==> config.mk <==
export PLATFORM = sky130hd
export DESIGN_NAME = playlist_first_url_scanner
export DESIGN_NICKNAME = d
export VERILOG_FILES = /design/src/rtl/pfus_pkg.sv /design/src/rtl/playlist_first_url_scanner.sv /design/src/rtl/pfus_front.sv /design/src/rtl/pfus_queue.sv /design/src/rtl/pfus_back.sv
export SDC_FILE = /design/constraint.sdc
export NUM_CORES = 1
export LEC_CHECK = 0
export BUFFER_PORTS_ARGS = -buffer_cell sky130_fd_sc_hd__buf_4
export CAP_MARGIN = 20
export CORE_AREA = 2 2 282 284
export DETAILED_ROUTE_END_ITERATION = 8
export DIE_AREA = 0 0 284 286
export MAX_ROUTING_LAYER = met4
export PLACE_DENSITY = 0.45
export SLEW_MARGIN = 10
export SYNTH_ARGS = -nofsm -noshare
export SYNTH_HDL_FRONTEND = slang
export SYNTH_SLANG_ARGS = --single-unit
export TNS_END_PERCENT = 100
==> constraint.sdc <==
create_clock -name clk -period 8.8 [get_ports clk]
set_input_delay 0.44 -clock clk [delete_from_list [all_inputs] [get_ports clk]]
set_output_delay 0.44 -clock clk [all_outputs]
set_load 0.05 [all_outputs]
==> src/rtl/pfus_pkg.sv <==
// types, codes and character tables for the playlist scanner
package pfus_pkg;

    localparam int KEY_BITS       = 32;
    localparam int URL_START_BITS = 24;
    localparam int URL_LEN_BITS   = 10;
    localparam logic [URL_LEN_BITS-1:0] URL_LEN_MAX = '1;
    localparam logic [KEY_BITS-1:0] KEY_MAX = '1;

    localparam int QUEUE_DEPTH    = 4;
    localparam int QUEUE_PTR_BITS = $clog2(QUEUE_DEPTH);

    // line class codes
    localparam logic [2:0] CLS_UNDECIDED   = 3'd0;
    localparam logic [2:0] CLS_FILE_PREFIX = 3'd1;
    localparam logic [2:0] CLS_FILE_KEY    = 3'd2;
    localparam logic [2:0] CLS_FILE_VALUE  = 3'd3;
    localparam logic [2:0] CLS_HTTP        = 3'd4;
    localparam logic [2:0] CLS_HTTPS       = 3'd5;
    localparam logic [2:0] CLS_BARE        = 3'd6;
    localparam logic [2:0] CLS_OTHER       = 3'd7;

    // prefix lengths
    localparam logic [3:0] FILE_WORD_LEN  = 4'd4;
    localparam logic [3:0] HTTP_S_POS     = 4'd4;
    localparam logic [3:0] HTTP_WORD_LEN  = 4'd7;
    localparam logic [3:0] HTTPS_WORD_LEN = 4'd8;

    localparam logic [7:0] CH_NUL   = 8'h00;
    localparam logic [7:0] CH_TAB   = 8'h09;
    localparam logic [7:0] CH_LF    = 8'h0A;
    localparam logic [7:0] CH_VT    = 8'h0B;
    localparam logic [7:0] CH_FF    = 8'h0C;
    localparam logic [7:0] CH_CR    = 8'h0D;
    localparam logic [7:0] CH_SPACE = 8'h20;
    localparam logic [7:0] CH_SLASH = 8'h2F;
    localparam logic [7:0] CH_ZERO  = 8'h30;
    localparam logic [7:0] CH_NINE  = 8'h39;
    localparam logic [7:0] CH_COLON = 8'h3A;
    localparam logic [7:0] CH_EQ    = 8'h3D;
    localparam logic [7:0] CH_UP_A  = 8'h41;
    localparam logic [7:0] CH_UP_Z  = 8'h5A;
    localparam logic [7:0] CH_CASE  = 8'h20;
    localparam logic [7:0] CH_E     = 8'h65;
    localparam logic [7:0] CH_F     = 8'h66;
    localparam logic [7:0] CH_H     = 8'h68;
    localparam logic [7:0] CH_I     = 8'h69;
    localparam logic [7:0] CH_L     = 8'h6C;
    localparam logic [7:0] CH_P     = 8'h70;
    localparam logic [7:0] CH_S     = 8'h73;
    localparam logic [7:0] CH_T     = 8'h74;

    typedef struct packed {
        logic [7:0] text_byte;
        logic       end_of_text;
    } in_beat_t;

    typedef struct packed {
        logic                      found;
        logic                      from_entry;
        logic [URL_START_BITS-1:0] url_start;
        logic [URL_LEN_BITS-1:0]   url_length;
        logic [KEY_BITS-1:0]       entry_number;
    } out_beat_t;

    // classified byte handed from the front to the back
    typedef struct packed {
        logic [7:0] low_char;
        logic [3:0] digit;
        logic       is_digit;
        logic       is_eq;
        logic       is_space;
        logic       is_crlf;
        logic       is_zero;
        logic       is_final;
    } token_t;

    function automatic logic [7:0] file_char(input logic [3:0] pos);
        logic [7:0] c;
        case (pos)
            4'd0:    c = CH_F;
            4'd1:    c = CH_I;
            4'd2:    c = CH_L;
            4'd3:    c = CH_E;
            default: c = CH_NUL;
        endcase
        return c;
    endfunction

    function automatic logic [7:0] http_char(input logic [3:0] pos);
        logic [7:0] c;
        case (pos)
            4'd0:    c = CH_H;
            4'd1:    c = CH_T;
            4'd2:    c = CH_T;
            4'd3:    c = CH_P;
            4'd4:    c = CH_COLON;
            4'd5:    c = CH_SLASH;
            4'd6:    c = CH_SLASH;
            default: c = CH_NUL;
        endcase
        return c;
    endfunction

    function automatic logic [7:0] https_char(input logic [3:0] pos);
        logic [7:0] c;
        case (pos)
            4'd0:    c = CH_H;
            4'd1:    c = CH_T;
            4'd2:    c = CH_T;
            4'd3:    c = CH_P;
            4'd4:    c = CH_S;
            4'd5:    c = CH_COLON;
            4'd6:    c = CH_SLASH;
            4'd7:    c = CH_SLASH;
            default: c = CH_NUL;
        endcase
        return c;
    endfunction

endpackage

==> src/rtl/playlist_first_url_scanner.sv <==
// the result beat is registered after the final text beat has passed through the token queue, later if stalled
// throughput: one text beat per cycle while byte_stall is low, set by the line update in the back end
// a four-entry token queue lets the byte side run while the result beat waits to be taken
// reset (rst_n low, asynchronous) clears the queue, all line and selection state, no result held
// top level of the playlist url scanner
module playlist_first_url_scanner #(
    parameter int LINE_BYTES  = 1024,
    parameter int OFFSET_BITS = 24
) (
    input  logic                clk,
    input  logic                rst_n,
    input  logic                byte_valid,
    output logic                byte_stall,
    input  pfus_pkg::in_beat_t  byte_beat,
    output logic                result_valid,
    input  logic                result_stall,
    output pfus_pkg::out_beat_t result_beat
);
    import pfus_pkg::*;

    token_t front_tok;
    token_t back_tok;
    logic   q_full;
    logic   q_valid;
    logic   q_pop;

    assign byte_stall = q_full;

    pfus_front u_front (
        .beat (byte_beat),
        .tok  (front_tok)
    );

    pfus_queue u_queue (
        .clk       (clk),
        .rst_n     (rst_n),
        .push      (byte_valid),
        .push_tok  (front_tok),
        .full      (q_full),
        .pop_valid (q_valid),
        .pop       (q_pop),
        .pop_tok   (back_tok)
    );

    pfus_back #(
        .LINE_BYTES  (LINE_BYTES),
        .OFFSET_BITS (OFFSET_BITS)
    ) u_back (
        .clk          (clk),
        .rst_n        (rst_n),
        .tok_valid    (q_valid),
        .tok          (back_tok),
        .tok_pop      (q_pop),
        .result_valid (result_valid),
        .result_stall (result_stall),
        .result_beat  (result_beat)
    );

endmodule

==> src/rtl/pfus_front.sv <==
// front end: turns each input byte into a classified token
module pfus_front (
    input  pfus_pkg::in_beat_t beat,
    output pfus_pkg::token_t   tok
);
    import pfus_pkg::*;

    logic [7:0] c;
    logic [7:0] digit_wide;

    assign c          = beat.text_byte;
    assign digit_wide = c - CH_ZERO;

    always_comb
    begin
        tok.low_char = ((c >= CH_UP_A) && (c <= CH_UP_Z)) ? (c + CH_CASE) : c;
        tok.digit    = digit_wide[3:0];
        tok.is_digit = (c >= CH_ZERO) && (c <= CH_NINE);
        tok.is_eq    = (c == CH_EQ);
        tok.is_space = (c == CH_SPACE) || (c == CH_TAB) || (c == CH_VT) || (c == CH_FF);
        tok.is_crlf  = (c == CH_CR) || (c == CH_LF);
        tok.is_zero  = (c == CH_NUL);
        tok.is_final = (c == CH_NUL) || beat.end_of_text;
    end

endmodule

==> src/rtl/pfus_queue.sv <==
// short token queue between front and back
module pfus_queue (
    input  logic             clk,
    input  logic             rst_n,
    input  logic             push,
    input  pfus_pkg::token_t push_tok,
    output logic             full,
    output logic             pop_valid,
    input  logic             pop,
    output pfus_pkg::token_t pop_tok
);
    import pfus_pkg::*;

    token_t                    slot_reg [QUEUE_DEPTH];
    logic [QUEUE_PTR_BITS-1:0] wr_ptr_reg, wr_ptr_next;
    logic [QUEUE_PTR_BITS-1:0] rd_ptr_reg, rd_ptr_next;
    logic [QUEUE_PTR_BITS:0]   count_reg, count_next;
    logic                      do_push, do_pop;

    localparam logic [QUEUE_PTR_BITS:0] DEPTH_COUNT = (QUEUE_PTR_BITS+1)'(QUEUE_DEPTH);
    localparam logic [QUEUE_PTR_BITS-1:0] LAST_PTR  = QUEUE_PTR_BITS'(QUEUE_DEPTH - 1);
    localparam logic [QUEUE_PTR_BITS-1:0] PTR_ONE   = QUEUE_PTR_BITS'(1);
    localparam logic [QUEUE_PTR_BITS:0]   COUNT_ONE = (QUEUE_PTR_BITS+1)'(1);

    assign full      = (count_reg == DEPTH_COUNT);
    assign pop_valid = (count_reg != '0);
    assign pop_tok   = slot_reg[rd_ptr_reg];
    assign do_push   = push && !full;
    assign do_pop    = pop && pop_valid;

    always_comb
    begin
        wr_ptr_next = wr_ptr_reg;
        rd_ptr_next = rd_ptr_reg;
        count_next  = count_reg;
        if (do_push)
        begin
            wr_ptr_next = (wr_ptr_reg == LAST_PTR) ? '0 : wr_ptr_reg + PTR_ONE;
        end
        if (do_pop)
        begin
            rd_ptr_next = (rd_ptr_reg == LAST_PTR) ? '0 : rd_ptr_reg + PTR_ONE;
        end
        case ({do_push, do_pop})
            2'b10:   count_next = count_reg + COUNT_ONE;
            2'b01:   count_next = count_reg - COUNT_ONE;
            default: count_next = count_reg;
        endcase
    end

    always_ff @(posedge clk or negedge rst_n)
    begin
        if (!rst_n)
        begin
            wr_ptr_reg <= '0;
            rd_ptr_reg <= '0;
            count_reg  <= '0;
        end
        else
        begin
            wr_ptr_reg <= wr_ptr_next;
            rd_ptr_reg <= rd_ptr_next;
            count_reg  <= count_next;
        end
    end

    always_ff @(posedge clk)
    begin
        if (do_push)
        begin
            slot_reg[wr_ptr_reg] <= push_tok;
        end
    end

endmodule

==> src/rtl/pfus_back.sv <==
// back end: line tracking, entry selection and the result register
module pfus_back #(
    parameter int LINE_BYTES  = 1024,
    parameter int OFFSET_BITS = 24
) (
    input  logic                clk,
    input  logic                rst_n,
    input  logic                tok_valid,
    input  pfus_pkg::token_t    tok,
    output logic                tok_pop,
    output logic                result_valid,
    input  logic                result_stall,
    output pfus_pkg::out_beat_t result_beat
);
    import pfus_pkg::*;

    localparam int LEN_BITS = $clog2(LINE_BYTES);
    localparam logic [LEN_BITS-1:0]    CUT_LEN    = LEN_BITS'(LINE_BYTES - 1);
    localparam logic [OFFSET_BITS-1:0] OFFSET_MAX = '1;

    logic [OFFSET_BITS-1:0] byte_offset_reg, byte_offset_next;
    logic [OFFSET_BITS-1:0] line_start_reg, line_start_next;
    logic [LEN_BITS-1:0]    kept_length_reg, kept_length_next;
    logic                   leading_space_reg, leading_space_next;
    logic [2:0]             line_class_reg, line_class_next;
    logic [3:0]             prefix_position_reg, prefix_position_next;
    logic [KEY_BITS-1:0]    key_value_reg, key_value_next;
    logic [LEN_BITS-1:0]    value_start_reg, value_start_next;
    logic [OFFSET_BITS-1:0] value_abs_reg, value_abs_next;
    logic                   value_seen_reg, value_seen_next;
    logic [LEN_BITS-1:0]    last_nonspace_reg, last_nonspace_next;
    logic                   best_valid_reg, best_valid_next;
    logic [KEY_BITS-1:0]    best_number_reg, best_number_next;
    logic [OFFSET_BITS-1:0] best_start_reg, best_start_next;
    logic [LEN_BITS-1:0]    best_length_reg, best_length_next;
    logic                   bare_valid_reg, bare_valid_next;
    logic [OFFSET_BITS-1:0] bare_start_reg, bare_start_next;
    logic [LEN_BITS-1:0]    bare_length_reg, bare_length_next;
    logic                   res_valid_reg, res_valid_next;
    out_beat_t              res_beat_reg, res_beat_next;

    logic                   slot_free, do_take, do_end, load_result;
    logic [LEN_BITS-1:0]    rel;
    logic [KEY_BITS+3:0]    key_wide;
    logic [KEY_BITS-1:0]    entry_idx;
    logic [LEN_BITS-1:0]    pick_length;
    logic [OFFSET_BITS-1:0] pick_start;

    assign slot_free    = !res_valid_reg || !result_stall;
    assign tok_pop      = tok_valid && (!tok.is_final || slot_free);
    assign do_take      = !tok.is_zero && !tok.is_crlf;
    assign do_end       = tok.is_crlf || tok.is_final;
    assign load_result  = tok_pop && tok.is_final;
    assign result_valid = res_valid_reg;
    assign result_beat  = res_beat_reg;

    always_comb
    begin
        byte_offset_next     = byte_offset_reg;
        line_start_next      = line_start_reg;
        kept_length_next     = kept_length_reg;
        leading_space_next   = leading_space_reg;
        line_class_next      = line_class_reg;
        prefix_position_next = prefix_position_reg;
        key_value_next       = key_value_reg;
        value_start_next     = value_start_reg;
        value_abs_next       = value_abs_reg;
        value_seen_next      = value_seen_reg;
        last_nonspace_next   = last_nonspace_reg;
        best_valid_next      = best_valid_reg;
        best_number_next     = best_number_reg;
        best_start_next      = best_start_reg;
        best_length_next     = best_length_reg;
        bare_valid_next      = bare_valid_reg;
        bare_start_next      = bare_start_reg;
        bare_length_next     = bare_length_reg;
        rel                  = '0;
        key_wide             = '0;
        entry_idx            = '0;
        pick_length          = '0;
        pick_start           = '0;
        res_beat_next        = res_beat_reg;

        // take one text byte into the current line
        if (do_take && !(leading_space_reg && tok.is_space))
        begin
            if (leading_space_reg)
            begin
                leading_space_next = 1'b0;
                line_start_next    = byte_offset_reg;
                kept_length_next   = '0;
            end
            if (kept_length_next < CUT_LEN)
            begin
                rel = kept_length_next;
                case (line_class_reg)
                    CLS_UNDECIDED:
                    begin
                        if (tok.low_char == CH_F)
                        begin
                            line_class_next      = CLS_FILE_PREFIX;
                            prefix_position_next = 4'd1;
                        end
                        else if (tok.low_char == CH_H)
                        begin
                            line_class_next      = CLS_HTTP;
                            prefix_position_next = 4'd1;
                        end
                        else
                        begin
                            line_class_next = CLS_OTHER;
                        end
                    end
                    CLS_FILE_PREFIX:
                    begin
                        if ((prefix_position_reg < FILE_WORD_LEN)
                            && (tok.low_char == file_char(prefix_position_reg)))
                        begin
                            prefix_position_next = prefix_position_reg + 4'd1;
                            if (prefix_position_next == FILE_WORD_LEN)
                            begin
                                line_class_next = CLS_FILE_KEY;
                            end
                        end
                        else
                        begin
                            line_class_next = CLS_OTHER;
                        end
                    end
                    CLS_FILE_KEY:
                    begin
                        if (tok.is_eq)
                        begin
                            line_class_next = CLS_FILE_VALUE;
                        end
                        else if (tok.is_digit)
                        begin
                            // key * 10 + digit, saturating
                            key_wide = ({4'b0, key_value_reg} << 3)
                                     + ({4'b0, key_value_reg} << 1)
                                     + (KEY_BITS+4)'(tok.digit);
                            key_value_next = (key_wide[KEY_BITS+3:KEY_BITS] != 4'd0)
                                           ? KEY_MAX : key_wide[KEY_BITS-1:0];
                        end
                        else
                        begin
                            line_class_next = CLS_OTHER;
                        end
                    end
                    CLS_FILE_VALUE:
                    begin
                        if (!value_seen_reg && !tok.is_space)
                        begin
                            value_seen_next  = 1'b1;
                            value_start_next = rel;
                            value_abs_next   = byte_offset_reg;
                        end
                    end
                    CLS_HTTP:
                    begin
                        if ((prefix_position_reg == HTTP_S_POS) && (tok.low_char == CH_S))
                        begin
                            line_class_next      = CLS_HTTPS;
                            prefix_position_next = HTTP_S_POS + 4'd1;
                        end
                        else if ((prefix_position_reg < HTTP_WORD_LEN)
                                 && (tok.low_char == http_char(prefix_position_reg)))
                        begin
                            prefix_position_next = prefix_position_reg + 4'd1;
                            if (prefix_position_next == HTTP_WORD_LEN)
                            begin
                                line_class_next = CLS_BARE;
                            end
                        end
                        else
                        begin
                            line_class_next = CLS_OTHER;
                        end
                    end
                    CLS_HTTPS:
                    begin
                        if ((prefix_position_reg < HTTPS_WORD_LEN)
                            && (tok.low_char == https_char(prefix_position_reg)))
                        begin
                            prefix_position_next = prefix_position_reg + 4'd1;
                            if (prefix_position_next == HTTPS_WORD_LEN)
                            begin
                                line_class_next = CLS_BARE;
                            end
                        end
                        else
                        begin
                            line_class_next = CLS_OTHER;
                        end
                    end
                    default:
                    begin
                        line_class_next = line_class_reg;
                    end
                endcase
                if (!tok.is_space)
                begin
                    last_nonspace_next = rel + LEN_BITS'(1);
                end
                kept_length_next = rel + LEN_BITS'(1);
            end
        end

        // end of line: update the best entry or the first bare url
        if (do_end && !leading_space_next && (last_nonspace_next != '0))
        begin
            if ((line_class_next == CLS_FILE_VALUE) && value_seen_next
                && (value_start_next < last_nonspace_next))
            begin
                entry_idx = (key_value_next == '0) ? KEY_BITS'(1) : key_value_next;
                if (!best_valid_reg || (entry_idx < best_number_reg))
                begin
                    best_valid_next  = 1'b1;
                    best_number_next = entry_idx;
                    best_start_next  = value_abs_next;
                    best_length_next = last_nonspace_next - value_start_next;
                end
            end
            else if ((line_class_next == CLS_BARE) && !bare_valid_reg)
            begin
                bare_valid_next  = 1'b1;
                bare_start_next  = line_start_next;
                bare_length_next = last_nonspace_next;
            end
        end

        // result from the selection just made
        res_beat_next = '0;
        if (best_valid_next)
        begin
            pick_start                 = best_start_next;
            pick_length                = best_length_next;
            res_beat_next.found        = 1'b1;
            res_beat_next.from_entry   = 1'b1;
            res_beat_next.entry_number = best_number_next;
        end
        else if (bare_valid_next)
        begin
            pick_start          = bare_start_next;
            pick_length         = bare_length_next;
            res_beat_next.found = 1'b1;
        end
        res_beat_next.url_start  = URL_START_BITS'(pick_start);
        res_beat_next.url_length = (32'(pick_length) > 32'(URL_LEN_MAX))
                                 ? URL_LEN_MAX : URL_LEN_BITS'(pick_length);

        if (!tok.is_zero && (byte_offset_reg != OFFSET_MAX))
        begin
            byte_offset_next = byte_offset_reg + OFFSET_BITS'(1);
        end

        if (do_end)
        begin
            kept_length_next     = '0;
            last_nonspace_next   = '0;
            leading_space_next   = 1'b1;
            line_class_next      = CLS_UNDECIDED;
            prefix_position_next = '0;
            key_value_next       = '0;
            value_start_next     = '0;
            value_abs_next       = '0;
            value_seen_next      = 1'b0;
        end

        // text done: back to reset values for the next text
        if (tok.is_final)
        begin
            byte_offset_next = '0;
            line_start_next  = '0;
            best_valid_next  = 1'b0;
            best_number_next = '0;
            best_start_next  = '0;
            best_length_next = '0;
            bare_valid_next  = 1'b0;
            bare_start_next  = '0;
            bare_length_next = '0;
        end
    end

    always_comb
    begin
        if (load_result)
        begin
            res_valid_next = 1'b1;
        end
        else if (!result_stall)
        begin
            res_valid_next = 1'b0;
        end
        else
        begin
            res_valid_next = res_valid_reg;
        end
    end

    always_ff @(posedge clk or negedge rst_n)
    begin
        if (!rst_n)
        begin
            byte_offset_reg     <= '0;
            line_start_reg      <= '0;
            kept_length_reg     <= '0;
            leading_space_reg   <= 1'b1;
            line_class_reg      <= CLS_UNDECIDED;
            prefix_position_reg <= '0;
            key_value_reg       <= '0;
            value_start_reg     <= '0;
            value_abs_reg       <= '0;
            value_seen_reg      <= 1'b0;
            last_nonspace_reg   <= '0;
            best_valid_reg      <= 1'b0;
            best_number_reg     <= '0;
            best_start_reg      <= '0;
            best_length_reg     <= '0;
            bare_valid_reg      <= 1'b0;
            bare_start_reg      <= '0;
            bare_length_reg     <= '0;
            res_valid_reg       <= 1'b0;
        end
        else
        begin
            if (tok_pop)
            begin
                byte_offset_reg     <= byte_offset_next;
                line_start_reg      <= line_start_next;
                kept_length_reg     <= kept_length_next;
                leading_space_reg   <= leading_space_next;
                line_class_reg      <= line_class_next;
                prefix_position_reg <= prefix_position_next;
                key_value_reg       <= key_value_next;
                value_start_reg     <= value_start_next;
                value_abs_reg       <= value_abs_next;
                value_seen_reg      <= value_seen_next;
                last_nonspace_reg   <= last_nonspace_next;
                best_valid_reg      <= best_valid_next;
                best_number_reg     <= best_number_next;
                best_start_reg      <= best_start_next;
                best_length_reg     <= best_length_next;
                bare_valid_reg      <= bare_valid_next;
                bare_start_reg      <= bare_start_next;
                bare_length_reg     <= bare_length_next;
            end
            res_valid_reg <= res_valid_next;
        end
    end

    always_ff @(posedge clk)
    begin
        if (load_result)
        begin
            res_beat_reg <= res_beat_next;
        end
    end

endmodule

==> metrics.txt, run 1 <==
CP endpoint kind register; worst skew pair latency 0.59 ns; CTS clk-pin slew, worst paths 0.06 ns; RSZ-0062 raised after global routing false; crit path kind register to register; Cell Pwr Density 256 nW/µm²; Final Hold Vio Count 0; DR DRC count 0; initial antenna violation count 2; Tmin final 8.19 ns; worst min path class input port to register; most frequent cells in the layout dfrtp_1 (252), nand2_1 (218), nor2_1 (166), o21ai_0 (164), a21oi_1 (149); Tightest Pin Transition 0.957 ns; EDFF count, synth 124; Synth Area in XOR/XNOR 3.07%; # port buffers 82; internal power 3.81 mW; DRT iter0 DRCs 1658; post-layout util 31.9%; CP dominant cell by count buf_4; Num CTS Buffers 45; Pins Over Slew Limit 0; Sequential Area 10100 µm²; wire per inst 21.1 µm; Comb pwr share 34.0%; Routed Antenna Nets 0; Post-Syn Area 21700 µm²; CP startpoint u_queue.rd_ptr_reg[0]$_DFFE_PN0P_; hold path cells 2; Final Wtd Congestion 0.904; pin count of the biggest net entering global routing 71; critical path fanouts, max 41; CP arrival 8.64 ns; Fin Setup TNS 0 ns; clock skew 0.0394 ns; post-synthesis register bit count 377; gr usage total 17.6%; reg-to-reg slack, setup 0.61 ns; Core Rows 103; final setup fails 0; setup ws final 0.609 ns; largest family of logic cells by synthesized area compound AO/OA/AOI/OAI gates; Mapped Cells 2191; Yosys cell types 87; nets 2364; CTS tree done; leading cell type in the layout, fill and taps excluded dfrtp_1; worst r2r path cells 33; Net Count, Synth 2327; worst r2r dst u_back.best_number_reg[25]$_DFFE_PN0P_; core area 78400 µm²; first-pass GRT wire length 109 mm; CP max stage delay 0.54 ns; starting density of the core 27.7%; worst slack, placed 0.625 ns; Synth Area in Adders 7.23%; mux share of post-synthesis cell area 3.12%; slowest stage cell, crit path mux4_2; Sw Pwr 2.59 mW; status complete, no violations; Reg power frac 35.5%; prevailing post-synth register cell dfrtp_1; Total Power 6.40 mW; Pleak 10.5 nW; Die ar. 81200 µm²; Post-synth ARST share 67.1%; CTS Sinks 377; Antenna Cells 0; Fillers 8102; GRT overflow 0; Post-Syn Area per Cell 9.91 µm²; CTS max path bufs 3; Clock Power Share 30.6%; Startpoint Class register; CP required 9.25 ns; max reg flops 68; fraction of the mapped netlist area in compound gates 21.2%; area grow syn2layout 15.1%; Vias 17409; Final period util 93.1%; Max IR drop VDD 0.000150 V; drt total wl 69.9 mm; IO Pins 83; Worst slew margin 35.7%; die width 284 µm; CTS H-tree depth 2; sw frac 40.5%; post-synthesis simple-gate area fraction 14.3%; drt pass-1 iters 5; multi-input logic area 10700 µm²; Vias/cell 5.25; Post-CTS Setup Bufs 0; FMAX 0.122 GHz; reg2reg start u_queue.rd_ptr_reg[0]$_DFFE_PN0P_; vias in the first global route 17320; post-synthesis sequential area ratio 46.3%; Yosys Warn Count 0; Detailed Place HPWL 47.5 mm; Die H 286 µm; Max-Cap Viols 0; Setup crit end u_back.best_number_reg[25]$_DFFE_PN0P_; clk root buf clkbuf_16; worst hold slack 0.0633 ns; share of cells above drive strength 1 11.8%
cell usage after synthesis, drive strengths merged, types with 6 or more instances:
master / instances / share of area (%)
xor2: 38 / 1.5
a21o: 28 / 0.97
a211oi: 31 / 1.1
a2111oi: 6 / 0.27
clkbuf: 100 / 1.7
and3: 14 / 0.40
a22o: 143 / 5.8
dfrtp: 252 / 29
o22ai: 7 / 0.20
o21a: 14 / 0.48
buf: 48 / 1.6
o21ai: 170 / 3.9
mux2i: 34 / 1.6
o31ai: 10 / 0.43
edfxtp: 124 / 17
inv: 88 / 1.5
or4: 10 / 0.38
xnor2: 38 / 1.5
a31oi: 15 / 0.43
nand2b: 21 / 0.61
or2: 7 / 0.20
mux4: 14 / 1.5
nand2: 220 / 3.8
o21bai: 7 / 0.24
ha: 119 / 6.9
nor2: 172 / 3.0
nand3: 61 / 1.4
o211ai: 13 / 0.45
nor2b: 14 / 0.40
nor4: 14 / 0.47
o22a: 7 / 0.28
or3: 21 / 0.61
nor3: 49 / 1.2
nand4: 26 / 0.78
and2: 9 / 0.26
a21oi: 150 / 3.5
a221o: 30 / 1.4
a21boi: 7 / 0.24
power groups by stage:
stage | logic [mW] | registers (mW) | clock network, mW
4_1_cts | 2.21 | 2.28 | 2.00
5_1_grt | 2.32 | 2.30 | 2.08
3_3_place_gp | 2.20 | 2.30 | 0
6_report | 2.17 | 2.27 | 1.96
3_5_place_dp | 2.21 | 2.30 | 0
2_1_floorplan | 0.891 | 2.81 | 0
worst max-delay path, delay by kind of cell (launching register included):
kind,cells,cell delay (ns)
AO/OA/AOI/OAI,14,3.15
buffers and inverters,6,1.41
adder cells (fa/ha/maj),3,1.27
AND/OR/NAND/NOR,9,1.21
multiplexers,1,0.54
flip-flops,1,0.43
layout make-up:
type,count,share of cell area [%]
Multi-Input combinational cell,1578,42.8
Sequential cell,377,40.2
Tap cell,1050,5.26
Clock buffer,56,5.00
Timing Repair Buffer,138,4.19
Inverter,88,1.32
Clock inverter,28,1.22
worst min path at each step:
stage / endpoint / startpoint / slack (ns)
after floorplan: u_back.bare_length_reg[0]$_DFFE_PN0P_ / rst_n / 0.14
after global placement: u_back.key_value_reg[27]$_DFFE_PN0P_ / rst_n / 0.45
after detailed placement: u_back.key_value_reg[29]$_DFFE_PN0P_ / rst_n / 0.44
after CTS: u_back.result_valid$_DFFE_PN0P_ / result_stall / 0.04
after global routing: u_back.result_valid$_DFFE_PN0P_ / result_stall / 0.05
final: u_back.result_valid$_DFFE_PN0P_ / result_stall / 0.06
metrics by stage:
step	area (µm²)	cells
2_1_floorplan	21700	2191
6_report	25000	3315
5_1_grt	25000	3315
3_3_place_gp	23400	3230
3_5_place_dp	23400	3230
4_1_cts	25000	3315
metal layers:
metal	vias to the layer above	part of all wire, %	GRT usage, %
li1	8155	-	-
met1	8671	48	24.4
met2	485	45	26.7
met3	98	5.0	2.67
met4	0	2.6	5.05
met5	-	0	-
cell families after synthesis:
kind of cell	count (synthesis)
AOI/OAI and AO/OA	672
and+or+nand+nor	657
DFF	377
buffers and inverters	236
adders and majority gates	123
xor gates and xnor gates	76
muxes	50
timing repair:
| action | CTS | global route |
|---|---|---|
| hold buffers | 1 | 0 |
| hold endpoints to repair | 65 | 0 |
| gates resized for setup | 0 | 0 |
Power figures use the tool's default switching activity.
==> inputs of run 2 (changes only) <==
--- a/config.mk
+++ b/config.mk
@@ -11,7 +11,7 @@
 export DETAILED_ROUTE_END_ITERATION = 8
 export DIE_AREA = 0 0 284 286
 export MAX_ROUTING_LAYER = met4
-export PLACE_DENSITY = 0.45
+export PLACE_DENSITY_LB_ADDON = 0.05
 export SLEW_MARGIN = 10
 export SYNTH_ARGS = -nofsm -noshare
 export SYNTH_HDL_FRONTEND = slang
==> run 2 against run 1 <==
Net effect: global-route usage increased by 1.2 points; cell area up 0.19%; sequential cell count unchanged; clock-buffer cell count increased by 7; cell count is 0.30% higher; power decreased by 0.48%; clock power shrank 3%; worst hold slack better by 0.026 ns.
==> metrics.txt, run 2 (same netlist as run 1, synthesis figures left out) <==
drt pass-1 iters 5; final setup fails 0; CP required 9.25 ns; CP max stage delay 0.56 ns; top cell family by delay on the critical path compound AO/OA/AOI/OAI gates; initial antenna violation count 0; CTS max path bufs 3; multi-input logic area 10700 µm²; slowest stage cell, crit path mux4_2; sw frac 41.0%; WP buf/inv 6; vias in the first global route 17357; Cell Pwr Density 255 nW/µm²; core area 78400 µm²; status complete, no violations; Fillers 8159; leading cell type in the layout, fill and taps excluded dfrtp_1; worst skew pair latency 0.59 ns; Reg power frac 35.4%; worst min path class input port to register; Startpoint Class register; Pleak 10.5 nW; Final Hold Vio Count 0; CP endpoint kind register; Num CTS Buffers 47; Detailed Place HPWL 50.5 mm; CTS clk-pin slew, worst paths 0.06 ns; Vias 17352; Max IR drop VDD 0.000147 V; Die ar. 81200 µm²; drt total wl 74.4 mm; Tightest Pin Transition 1.05 ns; Sequential Area 10100 µm²; reg-to-reg slack, setup 0.59 ns; Placed Area 23500 µm²; RSZ-0062 raised after global routing false; FMAX 0.122 GHz; most frequent cells in the layout dfrtp_1 (252), nand2_1 (218), nor2_1 (166), o21ai_0 (164), a21oi_1 (148); area grow syn2layout 15.3%; post-layout util 32.0%; first-pass GRT wire length 114 mm; WP depth 33; Core Rows 103; Max-Cap Viols 0; clock skew 0.0254 ns; Comb pwr share 34.6%; crit path kind register to register; Clock Power Share 30.0%; Pins Over Slew Limit 0; DRT iter0 DRCs 1449; Routed Antenna Nets 0; starting density of the core 27.7%; hold path cells 2; CTS tree done; Vias/cell 5.22; nets 2373; wire per inst 22.4 µm; fin area 25000 µm²; CP arrival 8.66 ns; DR DRC count 0; Final period util 93.3%; Final Wtd Congestion 0.873; CTS H-tree depth 2; critical path fanouts, max 45; Worst slew margin 30.0%; share of cells above drive strength 1 11.8%; internal power 3.76 mW; Tmin final 8.21 ns; die width 284 µm; Post-CTS Setup Bufs 0; pin count of the biggest net entering global routing 82; Sw Pwr 2.61 mW; Fin Setup TNS 0 ns; Die H 286 µm; gr usage total 18.8%; GRT overflow 0; worst r2r path cells 33; max reg flops 68; CTS Sinks 377; clk root buf clkbuf_16; # port buffers 82; IO Pins 83
[run 2: path summary, 6_finish.rpt]
check                                                               end                               startpoint
max in group asynchronous           u_back.key_value_reg[7]$_DFFE_PN0P_                                    rst_n
worst max-delay path             u_back.best_number_reg[24]$_DFFE_PN0P_        u_queue.rd_ptr_reg[0]$_DFFE_PN0P_
worst min-delay path                    u_back.result_valid$_DFFE_PN0P_                             result_stall
min in group asynchronous          u_back.key_value_reg[22]$_DFFE_PN0P_                                    rst_n
worst min register to register  u_back.last_nonspace_reg[4]$_DFFE_PN0P_  u_back.last_nonspace_reg[4]$_DFFE_PN0P_
worst max register to register   u_back.best_number_reg[24]$_DFFE_PN0P_        u_queue.rd_ptr_reg[0]$_DFFE_PN0P_
[run 2: through the flow]
stage                     hold WS (ns)  setup WS (ns)  std cells  total power [mW]
after global routing            0.0715         0.0243       3324              6.69
after floorplan                  0.144           1.06       2191              3.70
final                           0.0893          0.591       3325              6.37
after global placement           0.461          0.550       3236              4.54
after CTS                       0.0509          0.302       3323              6.49
after detailed placement         0.471          0.368       3236              4.54
[run 2: worst reg2reg max path, delay by kind of cell (launching register included)]
family	cells	cell delay [ns]
and+or+nand+nor	9	1.33
DFF	1	0.52
adders and majority gates	3	1.21
muxes	1	0.56
AOI/OAI and AO/OA	14	3.08
buffers and inverters	6	1.37
[run 2: routing by layer]
| layer | part of all wire, % | up-vias | global-route usage [%] |
|---|---|---|---|
| met5 | 0 | - | - |
| met4 | 1.7 | 0 | 3.83 |
| met3 | 3.9 | 87 | 2.34 |
| met2 | 45 | 379 | 28.7 |
| met1 | 49 | 8699 | 26.7 |
| li1 | - | 8187 | - |
[run 2: power by group through the flow]
stage / Clock (mW) / Combinational (mW) / Sequential, mW
after floorplan: 0 / 0.891 / 2.81
after global placement: 0 / 2.24 / 2.30
after detailed placement: 0 / 2.24 / 2.30
after CTS: 1.98 / 2.25 / 2.27
after global routing: 2.04 / 2.36 / 2.29
final: 1.91 / 2.20 / 2.26
[run 2: layout make-up]
type                            instances  share of cell area (%)
Antenna cell                            1                  0.0100
Multi-Input combinational cell       1578                    42.8
Timing Repair Buffer                  145                    4.53
Tap cell                             1050                    5.25
Clock inverter                         23                   0.785
Clock buffer                           63                    5.14
Inverter                               88                    1.32
Sequential cell                       377                    40.2
[run 2: repair_timing]
item | CTS | global route
hold buffers | 1 | 0
endpoints found under the hold margin | 79 | 0
setup endpoints to repair | 0 | 81
gates resized for setup | 0 | 5
==> inputs of run 3 (changes only) <==
--- a/config.mk
+++ b/config.mk
@@ -7,13 +7,14 @@
 export LEC_CHECK = 0
 export BUFFER_PORTS_ARGS = -buffer_cell sky130_fd_sc_hd__buf_4
 export CAP_MARGIN = 20
-export CORE_AREA = 2 2 282 284
+export CORE_AREA = 2 2 292 294
 export DETAILED_ROUTE_END_ITERATION = 8
-export DIE_AREA = 0 0 284 286
+export DIE_AREA = 0 0 294 296
 export MAX_ROUTING_LAYER = met4
 export PLACE_DENSITY_LB_ADDON = 0.05
 export SLEW_MARGIN = 10
 export SYNTH_ARGS = -nofsm -noshare
 export SYNTH_HDL_FRONTEND = slang
+export SYNTH_HIERARCHICAL = 1
 export SYNTH_SLANG_ARGS = --single-unit
 export TNS_END_PERCENT = 100
==> constraint.sdc (replaced) <==
create_clock -name clk -period 9.96 [get_ports clk]
set_input_delay 0.498 -clock clk [delete_from_list [all_inputs] [get_ports clk]]
set_output_delay 0.498 -clock clk [all_outputs]
set_load 0.05 [all_outputs]
==> run 3 against run 2 <==
Net effect: critical path depth decreased by 6; combinational power increased by 25%; sequential share of layout area decreased by 0.50 points; critical endpoint is now u_back/result_beat[53]$_DFFE_PP_; cell count increased by 6.9%.
==> metrics.txt, run 3 <==
Max-Cap Viols 0; EDFF count, synth 140; CP required 10.31 ns; Fin Setup TNS 0 ns; Final period util 86.5%; prevailing post-synth register cell dfrtp_1; Routed Antenna Nets 0; reg2reg start u_queue/rd_ptr_reg[0]$_DFFE_PN0P_; synth cell count leaders nor2_1 (301), nand2_1 (278), dfrtp_1 (252); CP arrival 8.97 ns; largest cells by area after synthesis dfrtp_1 (27%), edfxtp_1 (18%), ha_1 (6.4%); Placed Area 24900 µm²; Tightest Pin Transition 1.09 ns; Final Wtd Congestion 0.820; nets 2560; worst min path class input port to register; most common cell in the netlist nor2_1; Worst slew margin 27.4%; Die ar. 87000 µm²; Antenna Cells 0; Max IR drop VDD 0.000137 V; Finished Layout Cells 3555; Synth Area in Adders 6.73%; Fillers 8621; Startpoint Class register; area grow syn2layout 13.9%; CTS Sinks 393; CP endpoint kind register; dpl cells 3462; Post-synth ARST share 64.4%; core area 84200 µm²; post-synthesis register bit count 393; Post-Syn Area per Cell 9.63 µm²; # port buffers 82; multi-input logic area 11800 µm²; post-synthesis simple-gate area fraction 15.7%; Final Hold Vio Count 0; IO Pins 83; Post-Syn Area 23300 µm²; Cell Pwr Density 254 nW/µm²; Tmin final 8.62 ns; post-synthesis sequential area ratio 45.2%; Synth Area in XOR/XNOR 2.89%; drt pass-1 iters 5; Vias 18501; FMAX 0.116 GHz; gr usage total 17.9%; die width 294 µm; DR DRC count 0; DRT iter0 DRCs 1255; Yosys cell types 96; Total Power 6.75 mW; Synth top area share 27.1%; status complete, no violations; Yosys Warn Count 6; GRT overflow 0; worst skew pair latency 0.61 ns; Pins Over Slew Limit 0; initial antenna violation count 0; RSZ-0062 raised after global routing false; vias in the first global route 17918; clock skew 0.0446 ns; Die H 296 µm; Core Rows 107; final setup fails 0; share of cells above drive strength 1 10.7%; CTS tree done; CTS max path bufs 3; wire per inst 21.4 µm; post-CTS sizing 0; Sequential Area 10500 µm²; clk root buf clkbuf_16; starting density of the core 27.7%; mux share of post-synthesis cell area 6.05%; biggest area consumer among synthesized cells dfrtp_1; most frequent cells in the layout nor2_1 (296), nand2_1 (277), dfrtp_1 (252), o21ai_0 (162), edfxtp_1 (140); pin count of the biggest net entering global routing 70; critical path fanouts, max 23; Vias/cell 5.20; fraction of the mapped netlist area in compound gates 18.8%; first-pass GRT wire length 116 mm; Detailed Place HPWL 50.9 mm; fin area 26600 µm²; CP startpoint u_queue/rd_ptr_reg[0]$_DFFE_PN0P_; CTS clk-pin slew, worst paths 0.06 ns; Num CTS Buffers 49; drt total wl 75.9 mm; max reg flops 72; CTS H-tree depth 2; leading cell type in the layout, fill and taps excluded nor2_1; hold wc startpoint result_stall; largest family of logic cells by synthesized area compound AO/OA/AOI/OAI gates; Net Count, Synth 2556; crit path kind register to register; Mapped Cells 2420; Pleak 11.1 nW
==> run 3: changes by cell type after synthesis, moves of 29 or more <==
cell	before	now
a22o_1	143	92
nand3_1	61	32
mux2i_1	34	93
nand2_1	219	278
nor2_1	171	301
a31oi_1	15	76
a21oi_1	149	106
==> run 3: cell families (layout without fill, tap and decap cells) <==
kind of cell / after synthesis / in the layout
buffers and inverters: 250 / 295
adders and majority gates: 123 / 123
and+or+nand+nor: 807 / 807
muxes: 117 / 117
xor gates and xnor gates: 77 / 77
AOI/OAI and AO/OA: 653 / 653
DFF: 393 / 393
==> run 3: layout make-up <==
| cell class | count | share of cell area, % |
|---|---|---|
| Multi-Input combinational cell | 1777 | 44.4 |
| Clock inverter | 17 | 0.598 |
| Tap cell | 1090 | 5.13 |
| Sequential cell | 393 | 39.7 |
| Inverter | 82 | 1.16 |
| Timing Repair Buffer | 121 | 3.55 |
| Clock buffer | 75 | 5.53 |
==> run 3: routing by layer <==
metal	vias up	part of all wire, %	track usage [%]
met2	380	45	27.5
met1	9238	49	25.2
met3	87	3.8	2.26
li1	8796	-	-
met4	0	1.6	3.51
met5	-	0	-
==> run 3: worst paths after layout <==
kind                            cells after the start                                     to  slack (ns)
worst max-delay path                               27       u_back/result_beat[53]$_DFFE_PP_        1.34
worst min-delay path                                2        u_back/result_valid$_DFFE_PN0P_        0.12
worst max register to register                     27       u_back/result_beat[53]$_DFFE_PP_        1.34
worst min register to register                      2   u_back/line_start_reg[6]$_DFFE_PN0P_        0.48
max in group asynchronous                           3  u_back/bare_start_reg[23]$_DFFE_PN0P_        8.03
min in group asynchronous                           2   u_back/key_value_reg[30]$_DFFE_PN0P_        0.50
==> run 3: what timing repair did <==
item	4_1_cts	5_1_grt
setup endpoints to repair	0	0
hold endpoints to repair	66	0
setup buffers	0	0
hold buffers	1	0
==> run 3: worst max-delay path: stages, from the launching register on <==
cell,delay (ns)
dfrtp_1,0.76
mux4_2,0.61
fa_1,0.57
inv_1,0.06
fa_1,0.45
nand2b_1,0.18
a21oi_1,0.31
o21ai_0,0.30
a21oi_1,0.32
a22oi_1,0.12
a211oi_2,0.38
and2_1,0.53
buf_4,0.35
a21oi_1,0.20
ha_1,0.23
a21o_1,0.17
a21o_1,0.18
a21o_1,0.18
a21o_1,0.17
a21oi_1,0.13
o21ai_0,0.10
a211o_1,0.35
nor4_1,0.25
a21boi_0,0.16
a31oi_1,0.34
o21ai_4,0.21
buf_4,0.34
a221o_1,0.41
==> run 3: power by group <==
group | internal, mW | total, mW | switching, mW
registers | 2.00 | 2.20 | 0.196
clock network | 1.07 | 1.81 | 0.748
logic | 0.689 | 2.74 | 2.05
total | 3.76 | 6.75 | 2.99
==> run 3: per-stage QoR <==
stage	setup WS (ns)	hold WS [ns]	utilization (%)
after floorplan	2.79	0.202	-
after global placement	1.50	0.462	29.6
after detailed placement	1.35	0.470	29.6
after CTS	1.37	0.0757	31.5
after global routing	0.696	0.0918	31.5
final	1.34	0.122	31.5
